`src/rtl/bpq_pkg.sv`:
```
// Shared constants, codes and controller/datapath interface types for the priority queue.
package bpq_pkg;

   localparam int DEPTH   = 16;
   localparam int IDX_W   = $clog2(DEPTH);
   localparam int CNT_W   = $clog2(DEPTH + 1);
   localparam int ELEM_W  = 32;
   localparam int PRIO_W  = 16;
   localparam int ENTRY_W = ELEM_W + PRIO_W;

   typedef enum logic [1:0] {
      CMD_ENQUEUE = 2'd0,
      CMD_DEQUEUE = 2'd1,
      CMD_PEEK    = 2'd2,
      CMD_UNUSED  = 2'd3
   } command_type;

   typedef enum logic [2:0] {
      ST_IDLE,
      ST_DECODE,
      ST_SCAN,
      ST_SHIFT,
      ST_RESP
   } state_type;

   typedef struct packed {
      logic capture;
      logic scan_start;
      logic scan_step;
      logic shift_start;
      logic shift_step;
      logic commit;
   } dp_cmd_type;

   typedef struct packed {
      command_type command;
      logic        count_zero;
      logic        walk_done;
      logic        rsp_free;
   } dp_status_type;

endpackage

```
`src/rtl/bpq_ctrl.sv`:
```
// Sequencing state machine: decode, priority scan, gap close and response.
module bpq_ctrl
   import bpq_pkg::*;
(
   input  logic          clock,
   input  logic          reset,
   input  logic          req_valid,
   output logic          req_stall,
   input  dp_status_type status,
   output dp_cmd_type    cmd
);

   state_type state_ff;
   state_type state_in;

   always_ff @(posedge clock) begin
      if (reset) begin
         state_ff <= ST_IDLE;
      end else begin
         state_ff <= state_in;
      end
   end

   always_comb begin
      state_in = state_ff;
      case (state_ff)
         ST_IDLE: begin
            if (req_valid) begin
               state_in = ST_DECODE;
            end
         end
         ST_DECODE: begin
            if ((status.command inside {CMD_DEQUEUE, CMD_PEEK}) && !status.count_zero) begin
               state_in = ST_SCAN;
            end else begin
               state_in = ST_RESP;
            end
         end
         ST_SCAN: begin
            if (status.walk_done) begin
               state_in = (status.command == CMD_DEQUEUE) ? ST_SHIFT : ST_RESP;
            end
         end
         ST_SHIFT: begin
            if (status.walk_done) begin
               state_in = ST_RESP;
            end
         end
         ST_RESP: begin
            if (status.rsp_free) begin
               state_in = ST_IDLE;
            end
         end
         default: begin
            state_in = ST_IDLE;
         end
      endcase
   end

   always_comb begin
      req_stall       = (state_ff != ST_IDLE);
      cmd             = '0;
      case (state_ff)
         ST_IDLE: begin
            cmd.capture = req_valid;
         end
         ST_DECODE: begin
            cmd.scan_start = 1'b1;
         end
         ST_SCAN: begin
            cmd.scan_step   = 1'b1;
            cmd.shift_start = status.walk_done && (status.command == CMD_DEQUEUE);
         end
         ST_SHIFT: begin
            cmd.shift_step = 1'b1;
         end
         ST_RESP: begin
            cmd.commit = status.rsp_free;
         end
         default: begin
            cmd = '0;
         end
      endcase
   end

endmodule

```
`src/rtl/bpq_datapath.sv`:
```
// Entry store, scan and shift address logic, count, capacity and response registers.
module bpq_datapath
   import bpq_pkg::*;
(
   input  logic                     clock,
   input  logic                     reset,
   input  logic [1:0]               req_command,
   input  logic signed [ELEM_W-1:0] req_element,
   input  logic [PRIO_W-1:0]        req_priority_req,
   input  logic                     csr_write_enable,
   input  logic [CNT_W-1:0]         csr_write_data,
   input  logic                     rsp_stall,
   input  dp_cmd_type               cmd,
   output dp_status_type            status,
   output logic                     rsp_valid,
   output logic signed [ELEM_W-1:0] rsp_out_element,
   output logic [PRIO_W-1:0]        rsp_out_priority,
   output logic                     rsp_found,
   output logic                     rsp_accepted,
   output logic [CNT_W-1:0]         rsp_entry_count,
   output logic                     rsp_is_empty_flag
);

   logic [ENTRY_W-1:0] mem [DEPTH];

   logic [CNT_W-1:0]         capacity_ff, capacity_in;
   logic [CNT_W-1:0]         count_ff, count_in;
   command_type              command_ff, command_in;
   logic signed [ELEM_W-1:0] element_ff, element_in;
   logic [PRIO_W-1:0]        priority_ff, priority_in;
   logic [CNT_W-1:0]         idx_ff, idx_in;
   logic                     pend_ff, pend_in;
   logic [IDX_W-1:0]         rd_idx_ff, rd_idx_in;
   logic [ENTRY_W-1:0]       rd_data_ff;
   logic                     first_ff, first_in;
   logic [IDX_W-1:0]         best_idx_ff, best_idx_in;
   logic signed [ELEM_W-1:0] best_elem_ff, best_elem_in;
   logic [PRIO_W-1:0]        best_prio_ff, best_prio_in;
   logic                     rsp_valid_ff, rsp_valid_in;
   logic signed [ELEM_W-1:0] rsp_elem_ff, rsp_elem_in;
   logic [PRIO_W-1:0]        rsp_prio_ff, rsp_prio_in;
   logic                     rsp_found_ff, rsp_found_in;
   logic                     rsp_acc_ff, rsp_acc_in;
   logic [CNT_W-1:0]         rsp_count_ff, rsp_count_in;

   logic                     issue;
   logic                     wr_en;
   logic [IDX_W-1:0]         wr_addr;
   logic [ENTRY_W-1:0]       wr_data;
   logic [CNT_W-1:0]         eff_cap;
   logic                     room;
   logic                     found;
   logic                     is_deq;
   logic                     is_enq;
   logic signed [ELEM_W-1:0] rd_elem;
   logic [PRIO_W-1:0]        rd_prio;

   assign rd_elem = rd_data_ff[ENTRY_W-1:PRIO_W];
   assign rd_prio = rd_data_ff[PRIO_W-1:0];
   assign is_deq  = (command_ff == CMD_DEQUEUE);
   assign is_enq  = (command_ff == CMD_ENQUEUE);
   assign found   = (is_deq || (command_ff == CMD_PEEK)) && (count_ff != '0);
   assign issue   = (cmd.scan_step || cmd.shift_step) && (idx_ff < count_ff);

   always_comb begin
      if (capacity_ff == '0) begin
         eff_cap = CNT_W'(1);
      end else if (capacity_ff > CNT_W'(DEPTH)) begin
         eff_cap = CNT_W'(DEPTH);
      end else begin
         eff_cap = capacity_ff;
      end
   end

   assign room = (count_ff < eff_cap);

   always_comb begin
      wr_en   = 1'b0;
      wr_addr = rd_idx_ff - IDX_W'(1);
      wr_data = rd_data_ff;
      if (cmd.shift_step && pend_ff) begin
         wr_en = 1'b1;
      end else if (cmd.commit && is_enq && room) begin
         wr_en   = 1'b1;
         wr_addr = count_ff[IDX_W-1:0];
         wr_data = {element_ff, priority_ff};
      end
   end

   always_ff @(posedge clock) begin
      if (wr_en) begin
         mem[wr_addr] <= wr_data;
      end
      rd_data_ff <= mem[idx_ff[IDX_W-1:0]];
   end

   always_comb begin
      capacity_in = csr_write_enable ? csr_write_data : capacity_ff;
      command_in  = cmd.capture ? command_type'(req_command) : command_ff;
      element_in  = cmd.capture ? req_element : element_ff;
      priority_in = cmd.capture ? req_priority_req : priority_ff;

      idx_in = idx_ff;
      if (cmd.scan_start) begin
         idx_in = '0;
      end else if (cmd.shift_start) begin
         idx_in = CNT_W'(best_idx_ff) + CNT_W'(1);
      end else if (issue) begin
         idx_in = idx_ff + CNT_W'(1);
      end
      pend_in   = issue;
      rd_idx_in = issue ? idx_ff[IDX_W-1:0] : rd_idx_ff;

      first_in     = first_ff;
      best_idx_in  = best_idx_ff;
      best_elem_in = best_elem_ff;
      best_prio_in = best_prio_ff;
      if (cmd.scan_start) begin
         first_in = 1'b1;
      end else if (cmd.scan_step && pend_ff) begin
         first_in = 1'b0;
         if (first_ff || (rd_prio > best_prio_ff)) begin
            best_idx_in  = rd_idx_ff;
            best_elem_in = rd_elem;
            best_prio_in = rd_prio;
         end
      end

      count_in = count_ff;
      if (cmd.commit) begin
         if (is_enq && room) begin
            count_in = count_ff + CNT_W'(1);
         end else if (is_deq && found) begin
            count_in = count_ff - CNT_W'(1);
         end
      end

      rsp_valid_in = rsp_valid_ff;
      if (cmd.commit) begin
         rsp_valid_in = 1'b1;
      end else if (rsp_valid_ff && !rsp_stall) begin
         rsp_valid_in = 1'b0;
      end
      rsp_elem_in  = rsp_elem_ff;
      rsp_prio_in  = rsp_prio_ff;
      rsp_found_in = rsp_found_ff;
      rsp_acc_in   = rsp_acc_ff;
      rsp_count_in = rsp_count_ff;
      if (cmd.commit) begin
         rsp_elem_in  = found ? best_elem_ff : '0;
         rsp_prio_in  = found ? best_prio_ff : '0;
         rsp_found_in = found;
         rsp_acc_in   = is_enq && room;
         rsp_count_in = count_in;
      end
   end

   always_ff @(posedge clock) begin
      if (reset) begin
         capacity_ff  <= CNT_W'(DEPTH);
         count_ff     <= '0;
         pend_ff      <= 1'b0;
         rsp_valid_ff <= 1'b0;
      end else begin
         capacity_ff  <= capacity_in;
         count_ff     <= count_in;
         pend_ff      <= pend_in;
         rsp_valid_ff <= rsp_valid_in;
      end
   end

   always_ff @(posedge clock) begin
      command_ff   <= command_in;
      element_ff   <= element_in;
      priority_ff  <= priority_in;
      idx_ff       <= idx_in;
      rd_idx_ff    <= rd_idx_in;
      first_ff     <= first_in;
      best_idx_ff  <= best_idx_in;
      best_elem_ff <= best_elem_in;
      best_prio_ff <= best_prio_in;
      rsp_elem_ff  <= rsp_elem_in;
      rsp_prio_ff  <= rsp_prio_in;
      rsp_found_ff <= rsp_found_in;
      rsp_acc_ff   <= rsp_acc_in;
      rsp_count_ff <= rsp_count_in;
   end

   always_comb begin
      status.command    = command_ff;
      status.count_zero = (count_ff == '0);
      status.walk_done  = (idx_ff >= count_ff) && !pend_ff;
      status.rsp_free   = !rsp_valid_ff || !rsp_stall;
   end

   assign rsp_valid         = rsp_valid_ff;
   assign rsp_out_element   = rsp_elem_ff;
   assign rsp_out_priority  = rsp_prio_ff;
   assign rsp_found         = rsp_found_ff;
   assign rsp_accepted      = rsp_acc_ff;
   assign rsp_entry_count   = rsp_count_ff;
   assign rsp_is_empty_flag = (rsp_count_ff == '0);

endmodule

```
`src/rtl/bounded_priority_queue.sv`:
```
// Top level of the bounded priority queue: controller plus datapath.
// Holds up to 16 entries in arrival order in a single-port-write register-read
// entry store. One request at a time: enqueue, an unused command, or a peek or
// dequeue on an empty queue goes straight from decode to the response; peek
// first runs a scan that reads one entry per cycle to find the oldest entry of
// highest priority; dequeue runs the same scan and then closes the gap by moving
// each entry after the selected one down by one place. The result sits in an
// output register, so a new request is taken once the previous one has reached
// it, even while it is stalled. Capacity writes are registered, take effect in
// the next cycle and are intended while the block is idle.
module bounded_priority_queue
   import bpq_pkg::*;
(
   input  logic                     clock,
   input  logic                     reset,
   input  logic                     req_valid,
   output logic                     req_stall,
   input  logic [1:0]               req_command,
   input  logic signed [ELEM_W-1:0] req_element,
   input  logic [PRIO_W-1:0]        req_priority_req,
   input  logic                     csr_write_enable,
   input  logic [CNT_W-1:0]         csr_write_data,
   output logic                     rsp_valid,
   input  logic                     rsp_stall,
   output logic signed [ELEM_W-1:0] rsp_out_element,
   output logic [PRIO_W-1:0]        rsp_out_priority,
   output logic                     rsp_found,
   output logic                     rsp_accepted,
   output logic [CNT_W-1:0]         rsp_entry_count,
   output logic                     rsp_is_empty_flag
);

   dp_cmd_type    cmd;
   dp_status_type status;

   bpq_ctrl u_ctrl (
      .clock     (clock),
      .reset     (reset),
      .req_valid (req_valid),
      .req_stall (req_stall),
      .status    (status),
      .cmd       (cmd)
   );

   bpq_datapath u_datapath (
      .clock             (clock),
      .reset             (reset),
      .req_command       (req_command),
      .req_element       (req_element),
      .req_priority_req  (req_priority_req),
      .csr_write_enable  (csr_write_enable),
      .csr_write_data    (csr_write_data),
      .rsp_stall         (rsp_stall),
      .cmd               (cmd),
      .status            (status),
      .rsp_valid         (rsp_valid),
      .rsp_out_element   (rsp_out_element),
      .rsp_out_priority  (rsp_out_priority),
      .rsp_found         (rsp_found),
      .rsp_accepted      (rsp_accepted),
      .rsp_entry_count   (rsp_entry_count),
      .rsp_is_empty_flag (rsp_is_empty_flag)
   );

endmodule

```
`config.mk`:
```
export PLATFORM = sky130hd
export DESIGN_NAME = bounded_priority_queue
export DESIGN_NICKNAME = d
export VERILOG_FILES = /design/src/rtl/bpq_pkg.sv /design/src/rtl/bpq_ctrl.sv /design/src/rtl/bpq_datapath.sv /design/src/rtl/bounded_priority_queue.sv
export SDC_FILE = /design/constraint.sdc
export NUM_CORES = 1
export LEC_CHECK = 0
export BUFFER_PORTS_ARGS = -buffer_cell sky130_fd_sc_hd__buf_2
export CAP_MARGIN = 20
export CORE_MARGIN = 2
export CORE_UTILIZATION = 55
export CTS_CLUSTER_SIZE = 30
export DETAILED_ROUTE_END_ITERATION = 6
export GPL_ROUTABILITY_DRIVEN = 0
export PLACE_DENSITY = 0.72
export SYNTH_ARGS = -nofsm -noshare
export SYNTH_HDL_FRONTEND = slang
export SYNTH_HIERARCHICAL = 1
export SYNTH_SLANG_ARGS = --single-unit
```
`constraint.sdc`:
```
create_clock -name clock -period 9.84 [get_ports clock]
set_input_delay 0.984 -clock clock [delete_from_list [all_inputs] [get_ports clock]]
set_output_delay 0.984 -clock clock [all_outputs]
set_load 0.02 [all_outputs]
```
==> results of run 1 <==
power groups by stage:
stage / clock network (mW) / registers [mW] / logic [mW]
after floorplan: 0 / 4.81 / 0.165
after global placement: 0 / 4.81 / 0.270
after detailed placement: 0 / 4.81 / 0.282
after CTS: 3.86 / 4.72 / 0.283
after global routing: 4.03 / 4.73 / 0.301
final: 3.81 / 4.72 / 0.279
registers in the layout (all words and copies together) (netlist names):
signal and count:
u_ctrl/state_ff 3, u_datapath/best_elem_ff 32, u_datapath/best_idx_ff 4, u_datapath/best_prio_ff 16
u_datapath/capacity_ff 5, u_datapath/command_ff 2, u_datapath/count_ff 5, u_datapath/element_ff 32
u_datapath/first_ff 1, u_datapath/idx_ff 5, u_datapath/mem 768, u_datapath/pend_ff 1
u_datapath/priority_ff 16, u_datapath/rd_data_ff 48, u_datapath/rd_idx_ff 4, u_datapath/rsp_accepted 1
u_datapath/rsp_entry_count 5, u_datapath/rsp_found 1, u_datapath/rsp_out_element 32, u_datapath/rsp_out_priority 16
u_datapath/rsp_valid 1
stage by stage:
step                      total power, mW  cells  hold slack, ns
after floorplan                     4.979   1705          0.4029
after global placement              5.084   2647          0.4121
after detailed placement            5.096   2648          0.4146
after CTS                           8.872   2831          0.4302
after global routing                9.058   2832          0.4360
final                               8.811   2832          0.4258
routing by layer:
metal,wire (µm),global-route usage [%]
met1,31440,31.23
met2,37940,35.93
met3,5162,3.586
met4,1924,7.319
met5,0,0
logic make-up (layout without fill, tap and decap cells):
logic type	after synthesis	after routing	synth area share [%]
flip-flops	998	998	77.67
XOR/XNOR	5	5	0.1162
buffers and inverters	122	376	1.361
AND/OR/NAND/NOR	177	177	2.490
adder cells (fa/ha/maj)	32	32	1.062
multiplexers	296	296	15.98
AO/OA/AOI/OAI	75	75	1.315
cell type report:
type	instances	area [µm²]	share of cell area, %
Clock buffer	133	2693	6.280
Clock inverter	50	620.6	1.447
Inverter	43	161.4	0.3764
Multi-Input combinational cell	585	8163	19.04
Sequential cell	998	29290	68.31
Tap cell	873	1092	2.547
Timing Repair Buffer	150	858.3	2.002
cells in the mapped netlist (13+ instances only):
master / n
inv_1: 41
clkbuf_1: 49
ha_1: 32
edfxtp_1: 929
dfxtp_1: 69
buf_2: 23
and3_1: 34
nand3_1: 13
mux2_2: 47
a21oi_1: 20
mux4_2: 240
nand2_1: 33
nor2_1: 43
o22ai_1: 16
cells in the final DEF, fill, tap and decap left out, types with 13 or more instances in the layout:
cell type / count
clkinv_2: 19
nand3_1: 13
clkbuf_1: 23
nand2_1: 33
buf_2: 117
mux4_2: 240
inv_1: 41
o22ai_4: 16
ha_1: 32
edfxtp_1: 929
mux2_2: 47
buf_4: 31
nor2_1: 42
clkbuf_8: 13
and3_1: 33
dfxtp_1: 65
clkbuf_16: 97
a21oi_1: 20
worst max-delay path by stage:
| stage | from | to | slack, ns | cells after the start |
|---|---|---|---|---|
| 4_1_cts | u_datapath/count_ff[2]$_SDFF_PP0_ | u_datapath/mem[7][14]$_DFFE_PP_ | 5.45 | 8 |
| 5_1_grt | u_datapath/count_ff[2]$_SDFF_PP0_ | u_datapath/mem[5][8]$_DFFE_PP_ | 5.15 | 8 |
| 3_5_place_dp | rsp_stall | u_datapath/mem[7][18]$_DFFE_PP_ | 5.44 | 9 |
| 3_3_place_gp | rsp_stall | u_datapath/mem[13][28]$_DFFE_PP_ | 5.53 | 9 |
| 2_1_floorplan | rsp_stall | u_datapath/mem[0][0]$_DFFE_PP_ | 3.60 | 7 |
| 6_report | u_datapath/count_ff[2]$_SDFF_PP0_ | u_datapath/mem[5][18]$_DFFE_PP_ | 5.44 | 8 |
worst register-to-register path: cells and delay by family (launching register included):
family	cells	cell delay [ns]
fa+ha+maj	1	0.33
compound gates	3	1.28
flops	1	0.60
buf+inv	2	1.10
simple gates	2	0.68
==> run summary, run 1 <==
Status -> complete, no violations
Yosys reg bits -> 998
Fill count -> 4376
Syn_nets -> 1797
Clock network fraction of total power -> 43.2%
CP max stage cell -> o22ai_4
Worst path max stage delay -> 0.85 ns
CTS tree -> built
Internal power -> 7.031 mW
Most frequent cell on the critical path -> buf_4
Period utilisation layout -> 44.75%
Antenna violations before repair -> 0
RSZ-0062 raised after global routing -> false
Fmax -> 227.1 MHz
Core Rows -> 95
Clk_lat worst skew -> 0.66 ns
Critical Path RT -> 10.11 ns
Reg2reg end -> u_datapath/mem[5][18]$_DFFE_PP_
H-tree depth -> 3
Register area share after synthesis -> 77.67%
Slew Viols, Final -> 0
Share of power burned in registers -> 53.6%
Number of synthesis warnings -> 6
Critical path type -> register to register
Post-DR vias/cell -> 6.184
CP max FO -> 32
DRC viols -> 0
Antenna viol nets, final -> 0
Final Hold Viols -> 0
# resized after CTS -> 0
Clk buf depth -> 3
GRT Overall Usage -> 22.14%
Largest net degree at the start of global routing -> 116
Switching Fraction -> 20.21%
Logic pwr share -> 3.2%
Die height -> 265.8 µm
Worst r2r path cells -> 8
Setup Skew -> 0.03409 ns
Cts bufs inserted -> 97
IO Count -> 118
Top cell type by total area after synthesis -> edfxtp_1
Syn Inst Count -> 1705
Async SR Flop Fraction -> 0%
Antenna fix cells -> 0
Clock Tree Root -> clkbuf_16
Arrival @ worst endpoint -> 4.67 ns
Switching pwr -> 1.780 mW
Die area -> 70640 µm²
Placed Area -> 39550 µm²
EDFF count, synth -> 929
Cts hold-fix bufs -> 0
Area delta synth->final -> 13.76%
Slew Limit Headroom -> 28.24%
DRT Wirelength -> 76.47 mm
Tightest Pin Transition -> 1.076 ns
Final Setup Violations -> 0
Initial Util -> 55.83%
Max Cap Viol -> 0
First drt pass iteration count -> 5
Core Area -> 67510 µm²
Total grt overflow -> 0
Vias in the first global route -> 18140
Pre-CTS WS -> 5.441 ns
Crit. End Element -> register
Clk sink count -> 998
Share of cells above drive strength 1 -> 32.26%
Chip width -> 265.8 µm
DP Wirelength -> 40.84 mm
Finished Core Util -> 63.51%
Buf/Inv on CP -> 2
Startpoint types -> register
Worst reg-to-reg setup slack -> 5.44 ns
Top_reg_cell synth -> edfxtp_1
CP Cell Sequence -> ha_1, a211oi_1, o21ai_0, nor3_4, buf_4, nand3_1, o22ai_4, buf_4
Final setup margin -> 5.437 ns
Post-route cell area -> 42880 µm²
Worst hold path class -> register to register
Cell family with most CP delay -> compound AO/OA/AOI/OAI gates
Syn Std Cell Area -> 37690 µm²
First-pass GRT wire length -> 115.1 mm
Leakage -> 13.72 nW
VDD IR max -> 0.1446 mV
Area contributors post-synth -> edfxtp_1, mux4_2, dfxtp_1
# Post-CTS Setup Buffers -> 0
Hold Startpoint -> u_datapath/rd_data_ff[31]$_DFF_P_
Setup TNS -> 0 ns
FF-to-FF Start -> u_datapath/count_ff[2]$_SDFF_PP0_
Hold EP -> u_datapath/best_elem_ff[15]$_DFFE_PP_
PwrDens -> 205.5 nW/µm²
Clock transition at path regs -> 0.06 ns
# port buffers -> 117
Wire length per cell -> 27.00 µm
Period minus WS final -> 4.403 ns
DR iter-0 viols -> 1775
Yosys cell types -> 64
Final net count -> 1967
Mean Syn Cell Area -> 22.11 µm²
Vias post-DR -> 17510
Worst hold path depth -> 0
Yosys top cell area share -> 74.01%
No activity file was read; power rests on OpenSTA's default activity.
==> run 2, diff against run 1 <==
Settings changed: ABC_AREA set to 1, PLACE_DENSITY 0.72 to 0.75.
Clock period 9.84 ns to 3.95 ns, I/O delays scaled along.
==> run summary, run 2 <==
Status -> complete, no violations
Post-Synth Adder-Cell Area -> 1.029%
Setup Skew -> 0.04957 ns
Number of synthesis warnings -> 6
Critical path type -> register to register
Final setup margin -> 0.4438 ns
Vias post-DR -> 23550
Cts bufs inserted -> 99
Register cell area after layout -> 29290 µm²
DR iter-0 viols -> 2844
Simple-Gate Fraction of Synth Area -> 7.684%
EDFF count, synth -> 929
Synth Area in Compound Gates -> 8.472%
GRT Overall Usage -> 25.15%
Fmax -> 285.2 MHz
Count leader, synth -> edfxtp_1
Post-synthesis mux area share -> 3.808%
Clock transition at path regs -> 0.07 ns
Largest net degree at the start of global routing -> 254
Commonest non-fill, non-tap cell in the layout -> edfxtp_1
Clk_lat worst skew -> 0.67 ns
Final Hold Viols -> 0
FF-to-FF Start -> u_datapath/count_ff[2]$_SDFF_PP0_
VDD IR max -> 0.3645 mV
Top_reg_cell synth -> edfxtp_1
Mean Syn Cell Area -> 14.46 µm²
Max Cap Viol -> 0
Chip width -> 270.0 µm
Commonest non-fill, non-tap cells in the layout -> edfxtp_1, nor2_1, nand2_1
# port buffers -> 117
Setup TNS -> 0 ns
Crit path launch -> u_datapath/count_ff[2]$_SDFF_PP0_
Syn_nets -> 2783
Worst reg-to-reg setup slack -> 0.44 ns
Critical Path RT -> 4.21 ns
Pre-CTS WS -> 0.5421 ns
Async SR Flop Fraction -> 0%
DRT Wirelength -> 92.79 mm
Clock Tree Root -> clkbuf_16
Worst r2r path cells -> 11
Wire length per cell -> 23.92 µm
Area contributors post-synth -> edfxtp_1, mux2i_1, nor2_1
Crit. End Element -> register
Die area -> 72870 µm²
End of the critical path -> u_datapath/mem[14][24]$_DFFE_PP_
Die height -> 270.0 µm
Register area share after synthesis -> 75.26%
Area delta synth->final -> 14.13%
Slew Limit Headroom -> 22.16%
H-tree depth -> 3
Core Rows -> 97
Clk sink count -> 998
Vias in the first global route -> 23410
Total grt overflow -> 0
Yosys cell types -> 41
# resized after CTS -> 0
RSZ-0062 raised after global routing -> false
Startpoint types -> register
Leakage -> 14.90 nW
Yosys reg bits -> 998
Top cells by count, synth -> edfxtp_1, nor2_1, nand2_1, o21ai_0, mux2i_1
DP Wirelength -> 51.30 mm
PwrDens -> 486.4 nW/µm²
# Post-CTS Setup Buffers -> 0
Yosys top cell area share -> 71.71%
Largest registers -> u_datapath/mem: 768 flops, u_datapath/rd_data_ff: 48 flops
First-pass GRT wire length -> 139.2 mm
Largest Register -> u_datapath/mem
Antenna viol nets, final -> 0
Arrival @ worst endpoint -> 3.77 ns
Core Area -> 70030 µm²
Top cell type by total area after synthesis -> edfxtp_1
Worst hold path depth -> 3
Reg2reg end -> u_datapath/mem[14][24]$_DFFE_PP_
CP max FO -> 31
Footprint of the multi-input gates -> 8403 µm²
Final Setup Violations -> 0
Syn Inst Count -> 2691
Initial Util -> 55.55%
Largest register FFs -> 768
Syn Std Cell Area -> 38900 µm²
Period minus WS final -> 3.506 ns
Fill count -> 4910
CTS tree -> built
Period utilisation layout -> 88.77%
Worst hold path class -> primary input to register
Slew Viols, Final -> 0
Antenna violations before repair -> 3
Share of cells above drive strength 1 -> 12.76%
IO Count -> 118
Final net count -> 2947
Cts hold-fix bufs -> 56
Main combinational cell family by area after synthesis -> compound AO/OA/AOI/OAI gates
DRC viols -> 0
Synth Area in XOR/XNOR -> 0.2026%
Post-DR vias/cell -> 6.071
Clk buf depth -> 3
Tightest Pin Transition -> 1.168 ns
First drt pass iteration count -> 6
-- run 2: cell types whose count changed after synthesis, moves of 61 or more --
cell      before  now
mux4_2       240    0
nor2_1        43  376
o221ai_1       0  147
nand2_1       33  289
mux2i_1        9  148
nand3_1       13   74
o21ai_0       10  207
-- run 2: final cells by class --
class                           count  share of cell area (%)
Clock buffer                      128                   6.099
Clock inverter                     56                   1.615
Multi-Input combinational cell   1429                   18.93
Antenna cell                        1                0.005637
Tap cell                          940                   2.649
Inverter                          102                  0.8737
Sequential cell                   998                   65.98
Timing Repair Buffer              225                   3.855
-- run 2: worst min-delay path by stage --
stage,slack [ns],to,from
2_1_floorplan,0.41,u_datapath/best_prio_ff[0]$_DFFE_PP_,u_datapath/rd_data_ff[0]$_DFF_P_
3_3_place_gp,0.41,u_datapath/best_prio_ff[0]$_DFFE_PP_,u_datapath/rd_data_ff[0]$_DFF_P_
3_5_place_dp,0.42,u_datapath/best_elem_ff[26]$_DFFE_PP_,u_datapath/rd_data_ff[42]$_DFF_P_
4_1_cts,0.05,u_datapath/capacity_ff[3]$_SDFFE_PP0P_,csr_write_enable
5_1_grt,0.09,u_datapath/capacity_ff[1]$_SDFFE_PP0P_,csr_write_enable
6_report,0.08,u_datapath/capacity_ff[3]$_SDFFE_PP0P_,csr_write_enable
-- run 2: where the power goes --
| part | internal [mW] | leakage (nW) | switching, mW | total, mW |
|---|---|---|---|---|
| logic | 0.103 | 4.24 | 0.204 | 0.307 |
| registers | 11.5 | 8.97 | 0.0307 | 11.5 |
| clock network | 5.78 | 1.69 | 3.96 | 9.74 |
-- run 2: worst max-delay path, cell delays in order, from the launching register on --
cell	delay [ns]
dfxtp_1	0.62
ha_1	0.24
nand2_1	0.07
nor2_1	0.17
nand2_1	0.12
nand4_4	0.20
buf_4	0.38
nand2_1	0.09
nand2_1	0.10
nand3_1	0.37
nor2_4	0.24
buf_4	0.48
-- run 2: metal layers --
layer | share of wire [%] | GRT usage (%) | wire length (µm)
met1 | 40 | 34.86 | 36890
met2 | 48 | 40.65 | 44670
met4 | 3.0 | 9.050 | 2769
met3 | 9.1 | 4.081 | 8447
met5 | 0.012 | 0 | 11
-- run 2: cells by family after synthesis --
family | count (synthesis)
buffers and inverters | 264
AOI/OAI and AO/OA | 484
and+or+nand+nor | 756
muxes | 148
xor gates and xnor gates | 9
DFF | 998
adders and majority gates | 32
-- run 2: metrics by stage --
stage | cell area (µm²) | cells | utilization [%] | hold WS, ns | power, mW
after CTS | 44390 | 3878 | 63.39 | 0.04999 | 21.72
after global placement | 40410 | 3638 | 57.70 | 0.4097 | 12.02
final | 44400 | 3879 | 63.40 | 0.08074 | 21.60
after floorplan | 38950 | 2691 | - | 0.4082 | 11.89
after global routing | 44390 | 3878 | 63.39 | 0.09288 | 22.17
after detailed placement | 40410 | 3638 | 57.70 | 0.4185 | 12.03
==> run 3, diff against run 2 <==
==> constraint.sdc (replaced) <==
create_clock -name clock -period 3.95 [get_ports clock]
set_input_delay 0.1975 -clock clock [delete_from_list [all_inputs] [get_ports clock]]
set_output_delay 0.1975 -clock clock [all_outputs]
set_load 0.02 [all_outputs]
==> run summary, run 3 (same netlist as run 2, synthesis figures left out) <==
Clock transition at path regs -> 0.06 ns
Post-route cell area -> 44460 µm²
DR iter-0 viols -> 2929
Period minus WS final -> 3.502 ns
GRT Overall Usage -> 24.95%
WL met2 -> 44.76 mm
Cts bufs inserted -> 97
CP max FO -> 17
FF-to-FF Start -> u_datapath/count_ff[2]$_SDFF_PP0_
Share of cells above drive strength 1 -> 12.42%
Antenna fix cells -> 0
First-pass GRT wire length -> 138.7 mm
DP Wirelength -> 50.50 mm
CTS tree -> built
Placed Area -> 40450 µm²
Failing checks -> DRC
H-tree depth -> 3
DRT Wirelength -> 91.57 mm
Area delta synth->final -> 14.29%
Final Power -> 21.45 mW
Crit. End Element -> register
Status -> finished with violations
Vias in the first global route -> 23360
Largest register FFs -> 768
DRC viols -> 3
Chip width -> 270.0 µm
Total grt overflow -> 0
RSZ-0062 raised after global routing -> false
Post-DR vias/cell -> 6.020
# Post-CTS Setup Buffers -> 0
Clock Tree Root -> clkbuf_16
Antenna violations before repair -> 1
Worst reg-to-reg setup slack -> 0.45 ns
Die area -> 72870 µm²
Largest registers -> u_datapath/mem: 768 flops, u_datapath/rd_data_ff: 48 flops
Clk buf depth -> 3
Startpoint types -> register
Worst r2r path cells -> 11
Arrival @ worst endpoint -> 3.84 ns
Wire length per cell -> 23.61 µm
VDD IR max -> 0.3287 mV
Die height -> 270.0 µm
Final Hold Viols -> 0
Critical path type -> register to register
WL met1 -> 36.46 mm
Largest net degree at the start of global routing -> 179
WL met3 -> 7.706 mm
Setup Skew -> 0.02326 ns
Slew Viols, Final -> 0
Period utilisation layout -> 88.65%
Commonest non-fill, non-tap cells in the layout -> edfxtp_1, nor2_1, nand2_1
Critical Path RT -> 4.29 ns
Slew Limit Headroom -> 31.26%
Clk sink count -> 998
Max Cap Viol -> 0
Largest Register -> u_datapath/mem
Fmax -> 285.6 MHz
Hold EP -> u_ctrl/state_ff[2]$_SDFFE_PP0P_
Fill count -> 4902
Cts hold-fix bufs -> 66
Commonest non-fill, non-tap cell in the layout -> edfxtp_1
Hold Startpoint -> req_valid
Final net count -> 2953
Leakage -> 14.90 nW
Tightest Pin Transition -> 1.031 ns
Top Layer Used -> met4
Final Setup Violations -> 0
# port buffers -> 117
Initial Util -> 55.55%
Antenna viol nets, final -> 0
Worst hold path class -> primary input to register
First drt pass iteration count -> 7
# resized after CTS -> 0
PwrDens -> 482.5 nW/µm²
Clk_lat worst skew -> 0.65 ns
Vias post-DR -> 23350
IO Count -> 118
Core Rows -> 97
Worst hold path depth -> 7
Reg2reg end -> u_datapath/mem[7][25]$_DFFE_PP_
Core Area -> 70030 µm²
==> run 3: how the worst max path moves through the flow <==
stage	slack (ns)	cells past startpoint	to	startpoint
floorplan	-0.28	10	u_datapath/mem[0][0]$_DFFE_PP_	u_ctrl/state_ff[0]$_SDFFE_PP0P_
global placement	0.70	9	u_datapath/mem[7][25]$_DFFE_PP_	u_datapath/count_ff[2]$_SDFF_PP0_
detailed placement	0.61	9	u_datapath/mem[7][24]$_DFFE_PP_	u_datapath/count_ff[2]$_SDFF_PP0_
CTS	0.54	9	u_datapath/mem[7][25]$_DFFE_PP_	u_datapath/count_ff[2]$_SDFF_PP0_
global route	0.25	11	u_datapath/mem[7][25]$_DFFE_PP_	u_datapath/count_ff[2]$_SDFF_PP0_
finish	0.45	11	u_datapath/mem[7][25]$_DFFE_PP_	u_datapath/count_ff[2]$_SDFF_PP0_
==> run 3: metrics by stage <==
step | TNS (ns) | hold slack [ns] | worst slack (ns) | util, % | std cells
global placement | 0 | 0.3739 | 0.7047 | 57.73 | 3634
CTS | 0 | 0.02454 | 0.5379 | 63.45 | 3877
detailed placement | 0 | 0.3756 | 0.6080 | 57.76 | 3635
global route | 0 | 0.08013 | 0.2547 | 63.49 | 3878
floorplan | -219.65 | 0.2599 | -0.2773 | - | 2691
finish | 0 | 0.06375 | 0.4483 | 63.49 | 3878
==> run 3: worst max-delay path: stages, from the launching register on <==
cell	delay, ns
dfxtp_1	0.60
ha_1	0.33
nand2_1	0.07
nand2_1	0.06
a21oi_1	0.26
nand4_4	0.29
nand2_1	0.20
inv_1	0.08
nor2_1	0.15
nand2_1	0.26
nor2_4	0.57
buf_4	0.31
==> run 3: routing by layer <==
layer / global-route usage [%] / up-vias
met3: 4.018 / 146
met4: 8.523 / 0
met2: 41.00 / 1189
met5: 0 / -
met1: 34.16 / 11600
li1: - / 10410
==> run 3: layout make-up <==
type	count	area (µm²)	area share [%]
clock buffer	128	2675	6.017
clock inverter	48	648.1	1.458
inverter	102	387.9	0.8724
multi-input combinational	1429	8403	18.90
sequential	998	29290	65.88
tap	940	1176	2.645
timing repair buffer	233	1879	4.227
==> run 3: power breakdown <==
| part | internal (mW) | total, mW | switching [mW] |
|---|---|---|---|
| combinational | 0.110 | 0.314 | 0.204 |
| clock | 5.74 | 9.60 | 3.85 |
| sequential | 11.5 | 11.5 | 0.0304 |
| total | 17.4 | 21.5 | 4.09 |
